<file path="config.mk">
export PLATFORM = sky130hd
export DESIGN_NAME = mic_sample_conditioner_stats
export DESIGN_NICKNAME = d
export VERILOG_FILES = /design/src/msc_pkg.sv /design/src/msc_cfg.sv /design/src/msc_ctrl.sv /design/src/msc_dp.sv /design/src/mic_sample_conditioner_stats.sv
export SDC_FILE = /design/constraint.sdc
export NUM_CORES = 2
export LEC_CHECK = 0
export ABC_AREA = 1
export BUFFER_PORTS_ARGS = -buffer_cell sky130_fd_sc_hd__buf_2
export CAP_MARGIN = 20
export CORE_ASPECT_RATIO = 0.7
export CORE_MARGIN = 1.5
export CORE_UTILIZATION = 35
export CTS_CLUSTER_SIZE = 30
export DETAILED_ROUTE_END_ITERATION = 7
export HOLD_SLACK_MARGIN = 0.12
export PLACE_DENSITY = 0.53
export SETUP_SLACK_MARGIN = 0.05
export SLEW_MARGIN = 5
export SYNTH_ARGS = -nofsm -noshare
export SYNTH_HDL_FRONTEND = slang
export SYNTH_SLANG_ARGS = --single-unit
</file>
<file path="constraint.sdc">
create_clock -name clk -period 9.2 [get_ports clk]
set_input_delay 0.46 -clock clk [delete_from_list [all_inputs] [get_ports clk]]
set_output_delay 0.46 -clock clk [all_outputs]
set_load 0.05 [all_outputs]
</file>
<file path="src/msc_pkg.sv">
`timescale 1ns / 1ps

package msc_pkg;

    // configuration register map
    localparam int CFG_IDX_W = 3;

    localparam logic [CFG_IDX_W-1:0] CFG_PCM_SHIFT      = 3'd0;
    localparam logic [CFG_IDX_W-1:0] CFG_WARMUP         = 3'd1;
    localparam logic [CFG_IDX_W-1:0] CFG_DEAD_START     = 3'd2;
    localparam logic [CFG_IDX_W-1:0] CFG_RAW_PEAK_THR   = 3'd3;
    localparam logic [CFG_IDX_W-1:0] CFG_RAW_DELTA_THR  = 3'd4;
    localparam logic [CFG_IDX_W-1:0] CFG_PCM_PEAK_THR   = 3'd5;
    localparam logic [CFG_IDX_W-1:0] CFG_DEAD_LIMIT     = 3'd6;

    localparam logic [4:0]  RST_PCM_SHIFT     = 5'd14;
    localparam logic [31:0] RST_WARMUP        = 32'd48000;
    localparam logic [31:0] RST_DEAD_START    = 32'd80000;
    localparam logic [30:0] RST_RAW_PEAK_THR  = 31'd1000;
    localparam logic [30:0] RST_RAW_DELTA_THR = 31'd500;
    localparam logic [15:0] RST_PCM_PEAK_THR  = 16'd20;
    localparam logic [7:0]  RST_DEAD_LIMIT    = 8'd20;

    // shift used when the register holds zero
    localparam logic [4:0]  DEFAULT_SHIFT     = 5'd14;

    localparam logic signed [15:0] PCM_MAX = 16'sh7FFF;
    localparam logic signed [15:0] PCM_MIN = -16'sh8000;

    typedef struct packed {
        logic [4:0]  pcm_shift_amount;
        logic [31:0] warmup_samples;
        logic [31:0] dead_start_samples;
        logic [30:0] raw_peak_threshold;
        logic [30:0] raw_delta_threshold;
        logic [15:0] pcm_peak_threshold;
        logic [7:0]  dead_block_limit;
    } msc_cfg_t;

    typedef struct packed {
        logic signed [31:0] raw_sample;
        logic               block_last;
    } msc_in_t;

    typedef struct packed {
        logic signed [15:0] pcm_sample;
        logic               block_done;
        logic [15:0]        block_peak;
        logic signed [15:0] block_min;
        logic signed [15:0] block_max;
        logic [15:0]        block_rms;
        logic [30:0]        raw_abs_peak;
        logic               mic_valid;
        logic               dead_alert;
    } msc_out_t;

    // controller to datapath
    typedef struct packed {
        logic load;
        logic dc_upd;
        logic y_calc;
        logic acc;
        logic sum;
        logic div_init;
        logic div_step;
        logic sqrt_init;
        logic sqrt_step;
        logic fin1;
        logic fin2;
        logic emit;
    } msc_cmd_t;

    // datapath to controller
    typedef struct packed {
        logic blk_end;
        logic div_last;
        logic sqrt_last;
        logic out_free;
    } msc_sts_t;

endpackage

</file>
<file path="src/msc_cfg.sv">
`timescale 1ns / 1ps

module msc_cfg (
    input  logic                                clk,
    input  logic                                rst_n,
    input  logic                                cfg_valid,
    output logic                                cfg_ready,
    input  logic [msc_pkg::CFG_IDX_W-1:0]       cfg_index,
    input  logic [31:0]                         cfg_data,
    output msc_pkg::msc_cfg_t                   cfg
);
    import msc_pkg::*;

    msc_cfg_t cfg_reg;
    msc_cfg_t cfg_next;
    logic     wr;

    // the user must keep writes to idle time, and the block leaves that unenforced; the port never backs up
    assign cfg_ready = 1'b1;
    assign wr        = cfg_valid && cfg_ready;
    assign cfg       = cfg_reg;

    always_comb
    begin
        cfg_next = cfg_reg;
        if (wr)
        begin
            unique case (cfg_index)
                CFG_PCM_SHIFT:     cfg_next.pcm_shift_amount    = cfg_data[4:0];
                CFG_WARMUP:        cfg_next.warmup_samples      = cfg_data;
                CFG_DEAD_START:    cfg_next.dead_start_samples  = cfg_data;
                CFG_RAW_PEAK_THR:  cfg_next.raw_peak_threshold  = cfg_data[30:0];
                CFG_RAW_DELTA_THR: cfg_next.raw_delta_threshold = cfg_data[30:0];
                CFG_PCM_PEAK_THR:  cfg_next.pcm_peak_threshold  = cfg_data[15:0];
                CFG_DEAD_LIMIT:    cfg_next.dead_block_limit    = cfg_data[7:0];
                default:           cfg_next = cfg_reg;
            endcase
        end
    end

    always_ff @(posedge clk or negedge rst_n)
    begin
        if (!rst_n)
        begin
            cfg_reg.pcm_shift_amount    <= RST_PCM_SHIFT;
            cfg_reg.warmup_samples      <= RST_WARMUP;
            cfg_reg.dead_start_samples  <= RST_DEAD_START;
            cfg_reg.raw_peak_threshold  <= RST_RAW_PEAK_THR;
            cfg_reg.raw_delta_threshold <= RST_RAW_DELTA_THR;
            cfg_reg.pcm_peak_threshold  <= RST_PCM_PEAK_THR;
            cfg_reg.dead_block_limit    <= RST_DEAD_LIMIT;
        end
        else
        begin
            cfg_reg <= cfg_next;
        end
    end

endmodule

</file>
<file path="src/msc_ctrl.sv">
`timescale 1ns / 1ps

module msc_ctrl (
    input  logic               clk,
    input  logic               rst_n,
    input  logic               in_valid,
    output logic               in_stall,
    input  msc_pkg::msc_sts_t  sts,
    output msc_pkg::msc_cmd_t  cmd
);
    import msc_pkg::*;

    localparam logic [3:0] ST_IDLE  = 4'd0;
    localparam logic [3:0] ST_DC    = 4'd1;
    localparam logic [3:0] ST_YC    = 4'd2;
    localparam logic [3:0] ST_ACC   = 4'd3;
    localparam logic [3:0] ST_SUM   = 4'd4;
    localparam logic [3:0] ST_DINIT = 4'd5;
    localparam logic [3:0] ST_DIV   = 4'd6;
    localparam logic [3:0] ST_SINIT = 4'd7;
    localparam logic [3:0] ST_SQRT  = 4'd8;
    localparam logic [3:0] ST_FIN1  = 4'd9;
    localparam logic [3:0] ST_FIN2  = 4'd10;
    localparam logic [3:0] ST_EMIT  = 4'd11;

    logic [3:0] state_reg;
    logic [3:0] state_next;

    assign in_stall = (state_reg != ST_IDLE);

    always_comb
    begin
        state_next = state_reg;
        cmd        = '0;
        unique case (state_reg)
            ST_IDLE:
            begin
                if (in_valid)
                begin
                    cmd.load   = 1'b1;
                    state_next = ST_DC;
                end
            end
            ST_DC:
            begin
                cmd.dc_upd = 1'b1;
                state_next = ST_YC;
            end
            ST_YC:
            begin
                cmd.y_calc = 1'b1;
                state_next = ST_ACC;
            end
            ST_ACC:
            begin
                cmd.acc    = 1'b1;
                state_next = ST_SUM;
            end
            ST_SUM:
            begin
                cmd.sum    = 1'b1;
                state_next = sts.blk_end ? ST_DINIT : ST_EMIT;
            end
            ST_DINIT:
            begin
                cmd.div_init = 1'b1;
                state_next   = ST_DIV;
            end
            ST_DIV:
            begin
                cmd.div_step = 1'b1;
                if (sts.div_last)
                begin
                    state_next = ST_SINIT;
                end
            end
            ST_SINIT:
            begin
                cmd.sqrt_init = 1'b1;
                state_next    = ST_SQRT;
            end
            ST_SQRT:
            begin
                cmd.sqrt_step = 1'b1;
                if (sts.sqrt_last)
                begin
                    state_next = ST_FIN1;
                end
            end
            ST_FIN1:
            begin
                cmd.fin1   = 1'b1;
                state_next = ST_FIN2;
            end
            ST_FIN2:
            begin
                cmd.fin2   = 1'b1;
                state_next = ST_EMIT;
            end
            ST_EMIT:
            begin
                if (sts.out_free)
                begin
                    cmd.emit   = 1'b1;
                    state_next = ST_IDLE;
                end
            end
            default:
            begin
                state_next = ST_IDLE;
            end
        endcase
    end

    always_ff @(posedge clk or negedge rst_n)
    begin
        if (!rst_n)
        begin
            state_reg <= ST_IDLE;
        end
        else
        begin
            state_reg <= state_next;
        end
    end

endmodule

</file>
<file path="src/msc_dp.sv">
`timescale 1ns / 1ps

module msc_dp #(
    parameter int BLOCK_MAX = 512
) (
    input  logic               clk,
    input  logic               rst_n,
    input  msc_pkg::msc_cfg_t  cfg,
    input  msc_pkg::msc_in_t   in_data,
    input  msc_pkg::msc_cmd_t  cmd,
    output msc_pkg::msc_sts_t  sts,
    input  logic               out_stall,
    output logic               out_valid,
    output msc_pkg::msc_out_t  out_data
);
    import msc_pkg::*;

    localparam int CNT_W = $clog2(BLOCK_MAX + 1);
    localparam int SUM_W = 30 + CNT_W;
    localparam int IT_W  = $clog2(SUM_W);

    localparam logic [CNT_W-1:0] BLK_LIM  = CNT_W'(BLOCK_MAX);
    localparam logic [IT_W-1:0]  DIV_LAST = IT_W'(SUM_W - 1);

    function automatic logic [30:0] absdiff(input logic [30:0] a, input logic [30:0] b);
        absdiff = (a > b) ? (a - b) : (b - a);
    endfunction

    // per-item working registers
    logic signed [15:0] x_reg;
    logic [30:0]        rabs_reg;
    logic               last_reg;
    logic signed [15:0] y_reg;
    logic [31:0]        sq_reg;
    logic               end_reg;

    // architectural state
    logic signed [33:0] dc_reg;
    logic [CNT_W-1:0]   cnt_reg;
    logic [SUM_W-1:0]   sum_reg;
    logic [15:0]        run_peak_reg;
    logic signed [15:0] run_min_reg;
    logic signed [15:0] run_max_reg;
    logic [30:0]        run_raw_reg;
    logic [30:0]        hist0_reg;
    logic [30:0]        hist1_reg;
    logic [31:0]        total_reg;
    logic               flag_reg;
    logic [7:0]         dead_reg;

    // block-end registers
    logic               varying_reg;
    logic               pcm_ok_reg;
    logic               alert_reg;

    // divider and square root
    logic [SUM_W-1:0]   quo_reg;
    logic [CNT_W-1:0]   rem_reg;
    logic [IT_W-1:0]    div_it_reg;
    logic [31:0]        n_reg;
    logic [31:0]        res_reg;
    logic [31:0]        bit_reg;

    logic               out_valid_reg;
    msc_out_t           out_data_reg;

    // input conditioning
    logic [4:0]         sh;
    logic signed [31:0] shifted;
    logic [30:0]        raw_abs;

    assign sh      = (cfg.pcm_shift_amount == 5'd0) ? DEFAULT_SHIFT : cfg.pcm_shift_amount;
    assign shifted = $signed(in_data.raw_sample) >>> sh;

    always_comb
    begin
        if (!in_data.raw_sample[31])
        begin
            raw_abs = in_data.raw_sample[30:0];
        end
        else if (in_data.raw_sample[30:0] == 31'd0)
        begin
            raw_abs = '1;
        end
        else
        begin
            raw_abs = 31'(-in_data.raw_sample);
        end
    end

    // dc blocker, q16
    logic signed [33:0] xq;
    logic signed [34:0] d;
    logic signed [43:0] pd;
    logic signed [43:0] p;
    logic signed [33:0] dc_inc;
    logic signed [34:0] vadj;
    logic signed [18:0] q;
    logic signed [15:0] y_sat;

    assign xq     = {{2{x_reg[15]}}, x_reg, 16'd0};
    assign d      = {xq[33], xq} - {dc_reg[33], dc_reg};
    assign pd     = {{9{d[34]}}, d};
    // times 328 = 256 + 64 + 8
    assign p      = (pd <<< 8) + (pd <<< 6) + (pd <<< 3);
    assign dc_inc = {{6{p[43]}}, p[43:16]};
    // truncate toward zero
    assign vadj   = d[34] ? (d + 35'sd65535) : d;
    assign q      = vadj[34:16];

    always_comb
    begin
        if (q > 19'sd32767)
        begin
            y_sat = PCM_MAX;
        end
        else if (q < -19'sd32768)
        begin
            y_sat = PCM_MIN;
        end
        else
        begin
            y_sat = q[15:0];
        end
    end

    logic [15:0] ay;
    assign ay = y_reg[15] ? 16'(-y_reg) : 16'(y_reg);

    // restoring divider step
    logic [CNT_W:0]   trial;
    logic [CNT_W:0]   trial_diff;
    logic             trial_ge;
    logic [CNT_W-1:0] rem_next;

    assign trial      = {rem_reg, quo_reg[SUM_W-1]};
    assign trial_diff = trial - {1'b0, cnt_reg};
    assign trial_ge   = (trial >= {1'b0, cnt_reg});
    assign rem_next   = trial_ge ? trial_diff[CNT_W-1:0] : trial[CNT_W-1:0];

    // square root step
    logic [31:0] sq_t;
    logic        sq_ge;

    assign sq_t  = res_reg + bit_reg;
    assign sq_ge = (n_reg >= sq_t);

    // block-end decisions
    logic [32:0] total_sum;
    logic [31:0] total_next;
    logic        varying;
    logic        flag_next;
    logic [7:0]  dead_inc;

    assign total_sum  = {1'b0, total_reg} + 33'(cnt_reg);
    assign total_next = total_sum[32] ? 32'hFFFF_FFFF : total_sum[31:0];

    // history after the shift: run_raw_reg, hist0_reg, hist1_reg
    assign varying = (run_raw_reg > cfg.raw_peak_threshold) ||
                     ((run_raw_reg != 31'd0) && (hist0_reg != 31'd0) && (hist1_reg != 31'd0) &&
                      ((absdiff(run_raw_reg, hist1_reg) > cfg.raw_delta_threshold) ||
                       (absdiff(hist0_reg, hist1_reg) > cfg.raw_delta_threshold)));

    assign flag_next = (total_reg > cfg.warmup_samples) ? (varying_reg && pcm_ok_reg) : flag_reg;
    assign dead_inc  = dead_reg + 8'd1;

    assign sts.blk_end   = last_reg || (cnt_reg >= BLK_LIM);
    assign sts.div_last  = (div_it_reg == DIV_LAST);
    assign sts.sqrt_last = bit_reg[0];
    assign sts.out_free  = !out_valid_reg || !out_stall;

    assign out_valid = out_valid_reg;
    assign out_data  = out_data_reg;

    // working registers, no reset
    always_ff @(posedge clk)
    begin
        if (cmd.load)
        begin
            x_reg    <= shifted[15:0];
            rabs_reg <= raw_abs;
            last_reg <= in_data.block_last;
        end
        if (cmd.y_calc)
        begin
            y_reg <= y_sat;
        end
        if (cmd.acc)
        begin
            sq_reg <= ay * ay;
        end
        if (cmd.sum)
        begin
            end_reg <= sts.blk_end;
        end
        if (cmd.div_init)
        begin
            quo_reg    <= sum_reg;
            rem_reg    <= '0;
            div_it_reg <= '0;
        end
        else if (cmd.div_step)
        begin
            quo_reg    <= {quo_reg[SUM_W-2:0], trial_ge};
            rem_reg    <= rem_next;
            div_it_reg <= div_it_reg + IT_W'(1);
        end
        if (cmd.sqrt_init)
        begin
            // quotient never exceeds 2^30
            n_reg   <= {1'b0, quo_reg[30:0]};
            res_reg <= '0;
            bit_reg <= 32'h4000_0000;
        end
        else if (cmd.sqrt_step)
        begin
            if (sq_ge)
            begin
                n_reg   <= n_reg - sq_t;
                res_reg <= (res_reg >> 1) + bit_reg;
            end
            else
            begin
                res_reg <= res_reg >> 1;
            end
            bit_reg <= bit_reg >> 2;
        end
        if (cmd.fin1)
        begin
            varying_reg <= varying;
            pcm_ok_reg  <= (run_peak_reg > cfg.pcm_peak_threshold);
        end
        if (cmd.fin2)
        begin
            alert_reg <= 1'b0;
            if (!flag_next && (total_reg > cfg.dead_start_samples) && (dead_reg != 8'hFF))
            begin
                alert_reg <= (dead_inc == cfg.dead_block_limit);
            end
        end
        if (cmd.emit)
        begin
            out_data_reg.pcm_sample <= y_reg;
            out_data_reg.block_done <= end_reg;
            out_data_reg.mic_valid  <= flag_reg;
            if (end_reg)
            begin
                out_data_reg.block_peak   <= run_peak_reg;
                out_data_reg.block_min    <= run_min_reg;
                out_data_reg.block_max    <= run_max_reg;
                out_data_reg.block_rms    <= res_reg[15:0];
                out_data_reg.raw_abs_peak <= run_raw_reg;
                out_data_reg.dead_alert   <= alert_reg;
            end
            else
            begin
                out_data_reg.block_peak   <= '0;
                out_data_reg.block_min    <= '0;
                out_data_reg.block_max    <= '0;
                out_data_reg.block_rms    <= '0;
                out_data_reg.raw_abs_peak <= '0;
                out_data_reg.dead_alert   <= 1'b0;
            end
        end
    end

    // state carried across items
    always_ff @(posedge clk or negedge rst_n)
    begin
        if (!rst_n)
        begin
            dc_reg        <= '0;
            cnt_reg       <= '0;
            sum_reg       <= '0;
            run_peak_reg  <= '0;
            run_min_reg   <= PCM_MAX;
            run_max_reg   <= PCM_MIN;
            run_raw_reg   <= '0;
            hist0_reg     <= '0;
            hist1_reg     <= '0;
            total_reg     <= '0;
            flag_reg      <= 1'b0;
            dead_reg      <= '0;
            out_valid_reg <= 1'b0;
        end
        else
        begin
            if (cmd.dc_upd)
            begin
                dc_reg <= dc_reg + dc_inc;
            end
            if (cmd.acc)
            begin
                if (ay > run_peak_reg)
                begin
                    run_peak_reg <= ay;
                end
                if (y_reg < run_min_reg)
                begin
                    run_min_reg <= y_reg;
                end
                if (y_reg > run_max_reg)
                begin
                    run_max_reg <= y_reg;
                end
                if (rabs_reg > run_raw_reg)
                begin
                    run_raw_reg <= rabs_reg;
                end
                cnt_reg <= cnt_reg + CNT_W'(1);
            end
            if (cmd.sum)
            begin
                sum_reg <= sum_reg + SUM_W'(sq_reg);
            end
            if (cmd.fin1)
            begin
                // the oldest entry drops out, only two need keeping
                hist1_reg <= hist0_reg;
                hist0_reg <= run_raw_reg;
                total_reg <= total_next;
            end
            if (cmd.fin2)
            begin
                flag_reg <= flag_next;
                if (!flag_next && (total_reg > cfg.dead_start_samples))
                begin
                    if (dead_reg != 8'hFF)
                    begin
                        dead_reg <= dead_inc;
                    end
                end
                else
                begin
                    dead_reg <= '0;
                end
            end
            if (cmd.emit && end_reg)
            begin
                cnt_reg      <= '0;
                sum_reg      <= '0;
                run_peak_reg <= '0;
                run_min_reg  <= PCM_MAX;
                run_max_reg  <= PCM_MIN;
                run_raw_reg  <= '0;
            end
            if (cmd.emit)
            begin
                out_valid_reg <= 1'b1;
            end
            else if (!out_stall)
            begin
                out_valid_reg <= 1'b0;
            end
        end
    end

endmodule

</file>
<file path="src/mic_sample_conditioner_stats.sv">
`timescale 1ns / 1ps

// microphone sample conditioner with block statistics. each input transfer carries one
// left-aligned 32-bit slot word and a block-last mark; each one yields exactly one output
// transfer with the dc-blocked, saturated 16-bit pcm sample, the current mic-valid flag and,
// on the last sample of a block (or the sample that fills BLOCK_MAX), the block peak, min,
// max, rms, raw absolute peak and the dead-block alert. an ordinary sample goes from input
// transfer to result through the dc update, saturation, square and accumulate steps of the
// datapath. a block-end sample also passes the restoring mean-square divider, one quotient
// bit per cycle, then 16 square-root steps and the fin1 and fin2 steps of flag and dead-count
// update. a result waiting in the output register does not hold off the next input transfer.
// configuration registers are written through the cfg port, index per the register list, and
// must only be written while no sample is in flight.
module mic_sample_conditioner_stats #(
    parameter int BLOCK_MAX = 512
) (
    input  logic                           clk,
    input  logic                           rst_n,
    // sample input
    input  logic                           in_valid,
    output logic                           in_stall,
    input  msc_pkg::msc_in_t               in_data,
    // result output
    output logic                           out_valid,
    input  logic                           out_stall,
    output msc_pkg::msc_out_t              out_data,
    // configuration write
    input  logic                           cfg_valid,
    output logic                           cfg_ready,
    input  logic [msc_pkg::CFG_IDX_W-1:0]  cfg_index,
    input  logic [31:0]                    cfg_data
);
    import msc_pkg::*;

    msc_cfg_t cfg;
    msc_cmd_t cmd;
    msc_sts_t sts;

    // register file, reset to the documented defaults
    msc_cfg u_cfg (
        .clk       (clk),
        .rst_n     (rst_n),
        .cfg_valid (cfg_valid),
        .cfg_ready (cfg_ready),
        .cfg_index (cfg_index),
        .cfg_data  (cfg_data),
        .cfg       (cfg)
    );

    // sequencer: one sample at a time, long path only on block end
    msc_ctrl u_ctrl (
        .clk      (clk),
        .rst_n    (rst_n),
        .in_valid (in_valid),
        .in_stall (in_stall),
        .sts      (sts),
        .cmd      (cmd)
    );

    // dc blocker, running stats, divider, square root, output register
    msc_dp #(
        .BLOCK_MAX (BLOCK_MAX)
    ) u_dp (
        .clk       (clk),
        .rst_n     (rst_n),
        .cfg       (cfg),
        .in_data   (in_data),
        .cmd       (cmd),
        .sts       (sts),
        .out_stall (out_stall),
        .out_valid (out_valid),
        .out_data  (out_data)
    );

endmodule

</file>
==> results_dict.tcl <==
set metrics [dict create \
    status "completed" \
    largest_reg_flops 155 \
    vias 60800 \
    cp_data_required_time_ns 9.67 \
    cp-startpoint "u_dp.y_reg[1]" \
    grtUsageTotal_pct 24.5 \
    crit_path_max_incr_delay_ns 0.54 \
    finalCritPeriodShare_pct 91.9 \
    synth_top_area_share_pct 14.4 \
    ys_seq_area_share_pct 31.1 \
    die_w_um 522 \
    post-route-util_pct 39.3 \
    fin_setup_tns_ns 0 \
    hold_slack_ns 0.188 \
    io_pins 190 \
    crit_type "flip-flop to flip-flop" \
    clock_skew_ns 0.0601 \
    setup_viol 0 \
    netlist_area_um2 66100 \
    worst_path_max_delay_cell "fa_1" \
    fmax_mhz 118 \
    avgSynthCellArea_um2 7.44 \
    ys_seq_elements 775 \
    synth_compound_area_share_pct 15.5 \
    hold_path.class "input port to flip-flop" \
    hold_viol_final 0 \
    synth.area.mux_share_pct 0.0606 \
    drive_above_1_share_pct 6.51 \
    cts_max_level 3 \
    ys_warn_count 0 \
    rsz0062_at_grt "false" \
    cpMostUsedCell "inv_1" \
    fin_crit_ns 8.45 \
    grt_max_degree 108 \
    clk_pin_slew_ns 0.06 \
    hold_depth 4 \
    synthXorXnorAreaFrac_pct 3.34 \
    slew_headroom_pct 29.3 \
    synth-simple-area-share_pct 21.0 \
    ir_drop_v 0.000140 \
    wl_um 239000 \
    drc_errors 0 \
    dp_hpwl_um 193000 \
    crit_arrival_ns 8.92 \
    grt.overflow.total 0 \
    synthDistinctLibCells 68 \
    cp-end-kind "flip-flop" \
    async_flop_share_pct 55.0 \
    synth_area_leader_cell "dfrtp_1" \
    area_growth_pct 11.6 \
    grt_pass1_wl_um 359000 \
    antenna_found_initial 11 \
    p_leak_nw 37.3 \
    synth_top_family_by_area "simple AND/OR/NAND/NOR gates" \
    synthFlopType "dfrtp_1" \
    placement.io_buffers 188 \
    gp_congestion 0.985 \
    wl_per_cell_um 20.5 \
    powerDensity_nw_per_um2 121 \
    p_total_w 0.00891 \
    grt_pass1_vias 56700 \
    die_y_um 366 \
    r2r-start "u_dp.y_reg[1]" \
    slew_violations 0 \
    reg2reg_to "u_dp.sq_reg[26]" \
    core_area_um2 188000 \
    cts_root_buffer "clkbuf_16" \
    synth_edf_count 284 \
    postCtsSetupBuffers 0 \
    fin_nets 10000 \
    first_pass_iters 6 \
    drt_iter0_drc 5670 \
    worst_slew_pin_slew_ns 1.05 \
    cp-endpoint "u_dp.sq_reg[26]" \
    clk_latency_ns 0.76 \
    cts.sinks 775 \
    ant_nets 0 \
    avgViaCountPerCell 5.21 \
    crit_fanout 11 \
    cts_resized 0 \
    r2r_slack_ns 0.75 \
    cts_buffer_depth 3 \
    yosys.area_share.adder_pct 19.0 \
    die_area_um2 191000 \
    crit_path_start_kind "flip-flop" \
    reg2regPathDepth 33 \
    synth.area.top_cells "dfrtp_1 14%, ha_1 13%, edfxtp_1 13%, nand2_1 11%, inv_1 8.8%" \
    maxCapViolCount 0 \
    cts_tree "done" \
    placementRows 133 \
    start_util_pct 35.2 \
    numCtsBuffers 92 \
    synthCells 8878 \
    holdCritStartpoint "in_data[17]" \
]
synth_stat cells (all sizes together) (55+ instances only):
cell type  instances
ha               691
clkbuf           167
dfrtp            379
o22ai             55
xor2             151
fa               194
o211ai            59
o21ai            847
xnor2            101
a21oi            656
inv             1559
nand3            334
edfxtp           284
nor2             675
nand2           2015
dfxtp             65
nor3             105
nand4             94
worst max-delay path: cells and delay by family (launching register included):
kind                     cells  cell delay, ns
flip-flops                   1            0.47
adder cells (fa/ha/maj)      8            3.52
buffers and inverters        8            0.90
AO/OA/AOI/OAI                3            0.69
XOR/XNOR                     1            0.16
AND/OR/NAND/NOR             13            2.46
cell type report:
cell class | count | area (µm²)
multi-input combinational | 6359 | 39000
clock inverter | 51 | 651
sequential | 775 | 20500
timing repair buffer | 294 | 1900
fill | 19700 | 114000
tap | 2497 | 3120
antenna | 2 | 5.00
inverter | 1568 | 5890
clock buffer | 122 | 2580
per-stage QoR:
step	cell area, µm²	cells	setup WS, ns
5_1_grt	73700	11700	0.249
4_1_cts	73600	11700	0.811
2_1_floorplan	66100	8889	1.74
6_report	73700	11700	0.745
3_5_place_dp	70000	11500	0.828
3_3_place_gp	70000	11500	0.917
logic make-up (layout without fill, tap and decap cells):
logic type | Yosys count | in the layout
mux | 4 | 4
flops | 775 | 775
other cells | 2 | 15
fa+ha+maj | 885 | 885
simple gates | 3337 | 3337
xor+xnor | 252 | 252
buf+inv | 1755 | 2035
compound gates | 1868 | 1868
worst min-delay path by stage:
| stage | endpoint | slack (ns) |
|---|---|---|
| detailed placement | u_dp.div_it_reg[5] | 0.47 |
| floorplan | u_cfg.cfg[0] | 0.16 |
| finish | u_dp.rabs_reg[16] | 0.19 |
| global placement | u_dp.div_it_reg[5] | 0.46 |
| CTS | u_dp.out_valid | 0.12 |
| global route | u_cfg.cfg[53] | 0.15 |
cells in the final DEF (no fill, tap or decap), drive strengths merged, types with 101 or more instances in the layout:
cell,count
nor2,675
xor2,151
nand3,334
dfrtp,379
nand2,2015
buf,259
xnor2,101
nor3,105
fa,194
edfxtp,284
o21ai,847
a21oi,656
clkbuf,122
ha,691
inv,1568
power by group:
group / internal [W] / switching (W)
registers: 0.00373 / 0.0000770
logic: 0.000370 / 0.000800
clock network: 0.00222 / 0.00172
layer usage:
metal | up-vias | track usage [%] | routed length, µm
met5 | - | 0 | 0
met2 | 1922 | 33.8 | 93800
li1 | 29500 | - | -
met1 | 29100 | 39.2 | 122000
met4 | 0 | 4.39 | 4110
met3 | 206 | 4.47 | 18500
timing repair:
| action | in CTS | in global routing |
|---|---|---|
| hold endpoints to repair | 145 | 1 |
| hold buffers | 34 | 1 |
| setup endpoints to repair | 0 | 0 |
Power figures use the tool's default switching activity.
